$ cat src/rtl/core/lant_pkg.sv
`default_nettype none

package lant_pkg;

  // Default edge length of the square grid.
  localparam int unsigned GridSizeDefault = 64;

  // Operation codes carried by an input transaction.
  typedef enum logic [1:0] {
    OpForward  = 2'd0,
    OpBackward = 2'd1,
    OpPlace    = 2'd2,
    OpNop      = 2'd3
  } op_e;

  // Ant headings. Up moves to the next row, right to the next column.
  typedef enum logic [1:0] {
    HeadUp    = 2'd0,
    HeadRight = 2'd1,
    HeadDown  = 2'd2,
    HeadLeft  = 2'd3
  } heading_e;

  // Control bundle from the step core to the grid memory.
  typedef struct packed {
    logic rd_en;
    logic wr_en;
    logic wr_data;
  } mem_ctrl_t;

endpackage

`default_nettype wire

$ cat src/rtl/core/lant_step_core.sv
`default_nettype none

module lant_step_core #(
  parameter int unsigned GRID_SIZE = lant_pkg::GridSizeDefault,
  parameter int unsigned AddrWidth = 2 * $clog2(GRID_SIZE)
) (
  input  wire logic                 clk_i,
  input  wire logic                 rst_ni,
  input  wire logic                 in_valid_i,
  output logic                      in_ready_o,
  input  wire logic [1:0]           operation_i,
  input  wire logic [5:0]           place_x_i,
  input  wire logic [5:0]           place_y_i,
  output logic                      out_valid_o,
  input  wire logic                 out_ready_i,
  output logic signed [7:0]         ant_x_o,
  output logic signed [7:0]         ant_y_o,
  output logic [1:0]                heading_o,
  output logic                      flipped_color_o,
  output logic                      out_of_range_o,
  output lant_pkg::mem_ctrl_t       mem_ctrl_o,
  output logic [AddrWidth-1:0]      rd_addr_o,
  output logic [AddrWidth-1:0]      wr_addr_o,
  input  wire logic                 rd_data_i,
  input  wire logic                 init_done_i
);

  // Coordinates range over -1 .. GRID_SIZE, plus one more on a backward probe.
  localparam int unsigned CoordWidth = $clog2(GRID_SIZE + 1) + 1;
  localparam int unsigned LogWidth   = AddrWidth / 2;

  typedef logic signed [CoordWidth-1:0] coord_t;

  function automatic logic in_grid(coord_t c);
    return !c[CoordWidth-1] && (c < coord_t'(GRID_SIZE));
  endfunction

  function automatic coord_t step_dx(logic [1:0] h);
    coord_t d;
    case (h)
      lant_pkg::HeadRight: d = coord_t'(1);
      lant_pkg::HeadLeft:  d = coord_t'(-1);
      default:             d = '0;
    endcase
    return d;
  endfunction

  function automatic coord_t step_dy(logic [1:0] h);
    coord_t d;
    case (h)
      lant_pkg::HeadUp:   d = coord_t'(1);
      lant_pkg::HeadDown: d = coord_t'(-1);
      default:            d = '0;
    endcase
    return d;
  endfunction

  // Architectural ant state.
  coord_t     pos_x_q, pos_x_d;
  coord_t     pos_y_q, pos_y_d;
  logic [1:0] dir_q, dir_d;

  // Second stage: the accepted transaction waiting for its grid bit.
  logic              b_valid_q, b_valid_d;
  lant_pkg::op_e     b_op_q;
  coord_t            b_tx_q, b_ty_q;
  logic              b_tin_q;
  logic [5:0]        b_px_q, b_py_q;

  // Result register.
  logic              out_valid_q, out_valid_d;
  logic signed [7:0] ant_x_q, ant_y_q;
  logic [1:0]        heading_q;
  logic              flipped_q, flag_q;

  logic          in_fire, b_fire;
  lant_pkg::op_e op_in;
  coord_t        tx, ty;
  logic          t_in;
  logic [1:0]    turned;
  logic          flip, flag, wr, wr_bit;

  // First stage: pick the cell the operation touches and start its read.
  assign in_ready_o = init_done_i && !b_valid_q;
  assign in_fire    = in_valid_i && in_ready_o;
  assign op_in      = lant_pkg::op_e'(operation_i);

  always_comb begin
    tx = pos_x_q;
    ty = pos_y_q;
    if (op_in == lant_pkg::OpBackward) begin
      tx = pos_x_q - step_dx(dir_q);
      ty = pos_y_q - step_dy(dir_q);
    end
    t_in = in_grid(tx) && in_grid(ty);
  end

  assign rd_addr_o = {ty[LogWidth-1:0], tx[LogWidth-1:0]};
  assign wr_addr_o = {b_ty_q[LogWidth-1:0], b_tx_q[LogWidth-1:0]};

  // Second stage retires when the result register is free or being drained.
  assign b_fire = b_valid_q && (!out_valid_q || out_ready_i);

  // Turn, flip and move using the cell color that the memory returned.
  always_comb begin
    pos_x_d = pos_x_q;
    pos_y_d = pos_y_q;
    dir_d   = dir_q;
    turned  = dir_q;
    flip    = 1'b0;
    flag    = 1'b0;
    wr      = 1'b0;
    wr_bit  = 1'b0;
    case (b_op_q)
      lant_pkg::OpForward: begin
        if (b_tin_q) begin
          turned  = rd_data_i ? dir_q + 2'd1 : dir_q - 2'd1;
          dir_d   = turned;
          wr      = 1'b1;
          wr_bit  = !rd_data_i;
          flip    = !rd_data_i;
          pos_x_d = b_tx_q + step_dx(turned);
          pos_y_d = b_ty_q + step_dy(turned);
          flag    = !(in_grid(pos_x_d) && in_grid(pos_y_d));
        end else begin
          flag = 1'b1;
        end
      end
      lant_pkg::OpBackward: begin
        if (b_tin_q) begin
          wr      = 1'b1;
          wr_bit  = !rd_data_i;
          flip    = !rd_data_i;
          dir_d   = !rd_data_i ? dir_q - 2'd1 : dir_q + 2'd1;
          pos_x_d = b_tx_q;
          pos_y_d = b_ty_q;
        end else begin
          flag = 1'b1;
        end
      end
      lant_pkg::OpPlace: begin
        if (32'(b_px_q) > GRID_SIZE - 1) begin
          pos_x_d = coord_t'(GRID_SIZE - 1);
          flag    = 1'b1;
        end else begin
          pos_x_d = coord_t'(b_px_q);
        end
        if (32'(b_py_q) > GRID_SIZE - 1) begin
          pos_y_d = coord_t'(GRID_SIZE - 1);
          flag    = 1'b1;
        end else begin
          pos_y_d = coord_t'(b_py_q);
        end
      end
      default: begin
        flag = 1'b1;
      end
    endcase
  end

  always_comb begin
    mem_ctrl_o.rd_en   = in_fire && t_in &&
                         (op_in == lant_pkg::OpForward || op_in == lant_pkg::OpBackward);
    mem_ctrl_o.wr_en   = b_fire && wr;
    mem_ctrl_o.wr_data = wr_bit;
  end

  // Handshake bookkeeping for the second stage and the result register.
  always_comb begin
    b_valid_d = b_valid_q;
    if (in_fire) begin
      b_valid_d = 1'b1;
    end else if (b_fire) begin
      b_valid_d = 1'b0;
    end
    out_valid_d = out_valid_q;
    if (b_fire) begin
      out_valid_d = 1'b1;
    end else if (out_ready_i) begin
      out_valid_d = 1'b0;
    end
  end

  // Control and ant state.
  always_ff @(posedge clk_i or negedge rst_ni) begin
    if (!rst_ni) begin
      pos_x_q     <= '0;
      pos_y_q     <= '0;
      dir_q       <= lant_pkg::HeadUp;
      b_valid_q   <= 1'b0;
      out_valid_q <= 1'b0;
    end else begin
      b_valid_q   <= b_valid_d;
      out_valid_q <= out_valid_d;
      if (b_fire) begin
        pos_x_q <= pos_x_d;
        pos_y_q <= pos_y_d;
        dir_q   <= dir_d;
      end
    end
  end

  // Stage payload.
  always_ff @(posedge clk_i) begin
    if (in_fire) begin
      b_op_q  <= op_in;
      b_tx_q  <= tx;
      b_ty_q  <= ty;
      b_tin_q <= t_in;
      b_px_q  <= place_x_i;
      b_py_q  <= place_y_i;
    end
  end

  // Result payload.
  always_ff @(posedge clk_i) begin
    if (b_fire) begin
      ant_x_q   <= 8'(pos_x_d);
      ant_y_q   <= 8'(pos_y_d);
      heading_q <= dir_d;
      flipped_q <= flip;
      flag_q    <= flag;
    end
  end

  assign out_valid_o     = out_valid_q;
  assign ant_x_o         = ant_x_q;
  assign ant_y_o         = ant_y_q;
  assign heading_o       = heading_q;
  assign flipped_color_o = flipped_q;
  assign out_of_range_o  = flag_q;

endmodule

`default_nettype wire

$ cat config.mk
export PLATFORM = sky130hd
export DESIGN_NAME = lant_step_core
export DESIGN_NICKNAME = d
export VERILOG_FILES = /design/src/rtl/core/lant_pkg.sv /design/src/rtl/core/lant_step_core.sv
export SDC_FILE = /design/constraint.sdc
export NUM_CORES = 1
export LEC_CHECK = 0
export BUFFER_PORTS_ARGS = -buffer_cell sky130_fd_sc_hd__buf_2
export CAP_MARGIN = 20
export CORE_ASPECT_RATIO = 1.5
export CORE_MARGIN = 4
export CORE_UTILIZATION = 50
export DETAILED_ROUTE_END_ITERATION = 12
export PLACE_DENSITY = 0.71
export SLEW_MARGIN = 20
export SYNTH_ARGS = -nofsm -noshare
export SYNTH_HDL_FRONTEND = slang
export SYNTH_SLANG_ARGS = --single-unit
$ cat constraint.sdc
create_clock -name clk_i -period 6.5 [get_ports clk_i]
set_input_delay 0.65 -clock clk_i [delete_from_list [all_inputs] [get_ports clk_i]]
set_output_delay 0.65 -clock clk_i [all_outputs]
set_load 0.01 [all_outputs]
After elaboration in Yosys (flattened, before gate mapping)
Cells that the tools add are included.
{ "classes": {"addsub": 6, "magnitude_cmp": 4, "n_eq_ne": 9, "muxes": 32, "reduce_logical": 29} }
{ "op_table": {"columns": ["operator", "count"], "rows": [
  ["2-to-1 mux 8 bit", 12],
  ["case mux 8 bit (2 select lines)", 4],
  ["case mux 8 bit (3 select lines)", 2],
  ["< comparator 8 bit, second input constant", 4],
  ["adder 8 bit", 2],
  ["subtractor 8 bit", 2],
  ["logical AND 1 bit", 12],
  ["== test 2 bit, second input constant", 5],
  ["2-to-1 mux 1 bit", 10],
  ["== test 2 x 1 -> 1 bit, second input constant", 4],
  ["zero test 1 bit", 8],
  ["zero test 2 bit", 4],
  ["2-to-1 mux 2 bit", 3],
  ["nonzero test 2 bit", 2],
  ["case mux 1 bit (3 select lines)", 1],
  ["adder 2 x 1 -> 2 bit, second input constant", 1],
  ["logical OR 1 bit", 2],
  ["OR reduction 2 bit", 1],
  ["subtractor 2 x 1 -> 2 bit, second input constant", 1]
]} }
{ "totals": {"register_bits": 71, "in_bits": 20, "output_inout_bits": 49, "wordCells": 96} }

Longest topological paths before layout
{ "depth": {"depth_word": 13, "mapped_depth": 13, "ltp_nobuf": 12} }

Worst setup path before layout
Ideal clock, no wire load.
{ "synth_timing": {"path_kind": "register to output", "start": "register dir_q[0]", "end": "output port mem_ctrl_o[2] in the netlist's numbering", "t_arrival_ns": 2.969, "path_slack_ns": 2.881, "stages_incl_launch_ff": 11, "n_path_buf": 1, "path_cell_list": "dfrtp_1 > buf_2 > inv_2 > ha_1 > inv_1 > ha_1 > or4_1 > o22ai_1 > xnor3_1 > o31a_1 > nor4b_1"} }
{ "synth_rtl": {"columns": ["item", "line", "text"], "rows": [
  ["start, declared", "lant_step_core.sv:61", "logic [1:0] dir_q, dir_d;"],
  ["start signal, assigned", "lant_step_core.sv:189", "dir_q <= lant_pkg::HeadUp;"],
  ["start signal, assigned", "lant_step_core.sv:198", "dir_q <= dir_d;"],
  ["end, declared", "lant_step_core.sv:21", "output lant_pkg::mem_ctrl_t mem_ctrl_o,"]
]} }

==> results by group <==
Status
  – Status: finished, final reports clean

Drt
  – Drt drc: 0
  – Via Count: 3998
  – 1st-pass router iterations: 5
  – Vias per cell: 6.22
  – Initial DRC count: 314
  – Routed length per instance: around 19 µm
  – Final wirelength: 12.5 mm
  – ANT nets after route: 0

Global route
  – Vias in the first global route: 3865
  – Initial antenna violation count: 0
  – Total GRT Usage: 0.229
  – GRT overflow: 0
  – First-pass GRT wire length: 19.7 mm
  – Largest net degree at the start of global routing: between 40 and 50

Worst setup path
  – Worst Setup SP: dir_q[0]$_DFFE_PN0P_
  – Critical path class: reg -> out
  – Worst EP arrival: 3.68 ns
  – Worst EP required: 5.85 ns
  – R2R Path Start: dir_q[0]$_DFFE_PN0P_
  – Critical Path Fanout Max: 13
  – FF-to-FF End: out_of_range_o$_DFFE_PP_
  – R2R Setup Slk: 2.94 ns
  – Crit path to: mem_ctrl_o[2]
  – Crit path launch type: flop
  – Crit end category: primary output
  – Register-to-Register Path Depth: 12

Timing
  – Fin. Hold Viols: 0
  – Setup TNS: 0 ns
  – Worst rel slew slack: 0.368
  – Slew Limit Fails: 0
  – Slew at the pin closest to its max-slew limit: 0.948 ns
  – Setup Viol. Count Final: 0
  – Hold slack: about 0.3 ns
  – Clk_skew: 0.0113 ns
  – Fmax: 231 MHz
  – Period minus WS final: approximately 4.3 ns
  – Unrepaired setup endpoints after global routing: false
  – Final worst path period share: 0.667

Synthesis
  – Synth area leaders: edfxtp_1 (32%), dfrtp_1 (10%), ha_1 (5.2%), buf_4 (3.9%), o21ai_0 (3.6%)
  – Post-synthesis mux area share: 0.0288
  – Syn nets: roughly 540
  – Synth cell types: 73
  – Largest family of logic cells by synthesized area: compound AO/OA/AOI/OAI gates
  – Post-synthesis xor/xnor area fraction: 0.0430
  – Register area share after synthesis: 0.426
  – Post-synth EDFFs: 51
  – Main synth FF type: edfxtp_1
  – Synth Area in Simple Gates: 0.152
  – Yosys reg bits: slightly above 70
  – Synth Cell Area: 4770 µm²
  – Asr flop ratio synth: 0.282
  – Cell accounting for the most synthesized area: edfxtp_1
  – YS warnings: 0
  – Syn_area_per_cell: 9.68 µm²
  – Post-synth top area share: 0.321
  – Synth Area in Adders: 0.0608
  – Syn Inst Count: 493
  – Synth Area in Compound Gates: 0.214

Finish
  – Post-route cell area: 5250 µm²
  – Commonest non-fill, non-tap cells in the layout: buf_2 (68), edfxtp_1 (51), nand2_1 (39)
  – NumNets Final: 568
  – Diode count: 0
  – Layout fillers: 858
  – Most common cell after layout, fill and taps aside: buf_2
  – Fraction of layout cells with a size suffix above 1: 0.190
  – P&R area growth vs syn: 9.99%

Floorplanning
  – DIE AREA: about 11000 µm²
  – Height of the die: around 130 µm
  – Die X-Extent: ~88 µm
  – I/O Pins: 69
  – Core Box Area: a little over 9000 µm²
  – Initial Util: 0.513
  – Row cnt: 43

Clock network
  – Worst skew pair latency: roughly 0.34 ns
  – Clk buf depth: 2
  – Root Driver: clkbuf_16
  – CTS sink count: between 70 and 80
  – Post-CTS Setup Inserts: 0
  – Hold buffers post-CTS: 0
  – Total CTS buffers: 9
  – CTS tree: yes
  – Clock H-tree levels: 3
  – Cells resized by post-CTS repair: 0
  – Clk pin slew, worst setup/hold paths: 0.06 ns

Placement
  – Placed Area: 4990 µm²
  – Dpl hpwl: 8.90 mm
  – Port bufs: 68
  – Routability-driven placement congestion ratio: a little under 0.9

Worst hold path
  – Worst min-delay path category: in -> async

Power
  – Peak supply drop: 0.000234 V
  – Leak Pwr: 2.12 nW
  – Power density over the cells: approximately 440 nW/µm²

Flow run
  – Max Cap Viol: 0
critical path: stages, from the launching register on:
cell and delay (ns):
dfrtp_1 0.62, inv_2 0.21, ha_1 0.30, inv_1 0.21
ha_1 0.31, nor2b_1 0.18, o311a_1 0.30, a211oi_1 0.36
nand2_1 0.12, o31a_1 0.29, nor4b_1 0.24, buf_2 0.18
cells in the mapped netlist (3+ instances only):
cell and instances:
and3_1 5, xnor2_1 11, nor3b_1 3, dfrtp_1 20
a221o_1 3, o211ai_1 4, a31oi_1 5, a22oi_1 9
o21ai_1 7, buf_4 25, nor4_1 7, o21a_1 7
nand2_1 39, xor2_1 8, or3_1 3, a211oi_1 10
o31ai_1 4, edfxtp_1 51, clkbuf_1 18, ha_1 20
nor2b_1 9, o22ai_1 10, inv_1 16, a21oi_1 32
nor3_1 8, o21ai_0 34, mux2_2 6, nor2_1 34
nand2b_1 10, nand3_1 4, buf_1 4, mux2i_1 7
power by group:
group | switching [W] | internal (W)
clock | 0.000186 | 0.000254
sequential | 0.000125 | 0.000598
combinational | 0.000666 | 0.000490
total | 0.000977 | 0.00134
cells by family (layout without fill, tap and decap cells):
| logic type | after synthesis | in the layout |
|---|---|---|
| AO/OA/AOI/OAI | 155 | 155 |
| XOR/XNOR | 21 | 21 |
| adder cells (fa/ha/maj) | 22 | 22 |
| buffers and inverters | 69 | 107 |
| flip-flops | 71 | 71 |
| multiplexers | 13 | 13 |
| AND/OR/NAND/NOR | 142 | 142 |
how the worst min path moves through the flow:
stage / slack [ns] / start / endpoint / cells past startpoint
3_3_place_gp: 0.49 / b_valid_q$_DFFE_PN0P_ / out_valid_o$_DFFE_PN0P_ / 2
5_1_grt: 0.34 / rst_ni / dir_q[0]$_DFFE_PN0P_ / 1
2_1_floorplan: 0.35 / rst_ni / b_valid_q$_DFFE_PN0P_ / 0
4_1_cts: 0.32 / rst_ni / dir_q[0]$_DFFE_PN0P_ / 1
3_5_place_dp: 0.50 / b_valid_q$_DFFE_PN0P_ / out_valid_o$_DFFE_PN0P_ / 2
6_report: 0.30 / rst_ni / dir_q[0]$_DFFE_PN0P_ / 1
area by class of cell:
type | count | area (µm²) | area share
inverters | 19 | 71.3 | 0.0136
clock inverters | 5 | 25.0 | 0.00477
well taps | 112 | 140 | 0.0267
clock buffers | 11 | 233 | 0.0443
multi-input cells | 353 | 2380 | 0.453
flip-flops and latches | 71 | 2030 | 0.387
repair buffers | 72 | 370 | 0.0706
flip-flops by register name (all words and copies together) (netlist names):
| name | cells |
|---|---|
| b_tx_q | 8 |
| pos_x_q | 8 |
| out_of_range_o | 1 |
| b_tin_q | 1 |
| heading_o | 2 |
| b_py_q | 6 |
| b_px_q | 6 |
| out_valid_o | 1 |
| ant_x_o | 8 |
| flipped_color_o | 1 |
| b_op_q | 2 |
| dir_q | 2 |
| b_valid_q | 1 |
| b_ty_q | 8 |
| ant_y_o | 8 |
| pos_y_q | 8 |
stage by stage:
| step | util | instances | setup WS (ns) | total power [W] |
|---|---|---|---|---|
| 2_1_floorplan | - | 493 | 2.88 | 0.00163 |
| 3_3_place_gp | 0.536 | 627 | 2.69 | 0.00184 |
| 3_5_place_dp | 0.536 | 627 | 2.58 | 0.00187 |
| 4_1_cts | 0.564 | 643 | 2.19 | 0.00232 |
| 5_1_grt | 0.564 | 643 | 1.87 | 0.00248 |
| 6_report | 0.564 | 643 | 2.17 | 0.00232 |
layer usage:
metal / up-vias / part of all wire / GRT usage
li1: 1875 / - / -
met1: 1938 / 0.41 / 0.282
met4: 0 / 0.037 / 0.127
met5: - / 0 / 0
met2: 154 / 0.51 / 0.383
met3: 31 / 0.050 / 0.0283
Power figures use the tool's default switching activity.
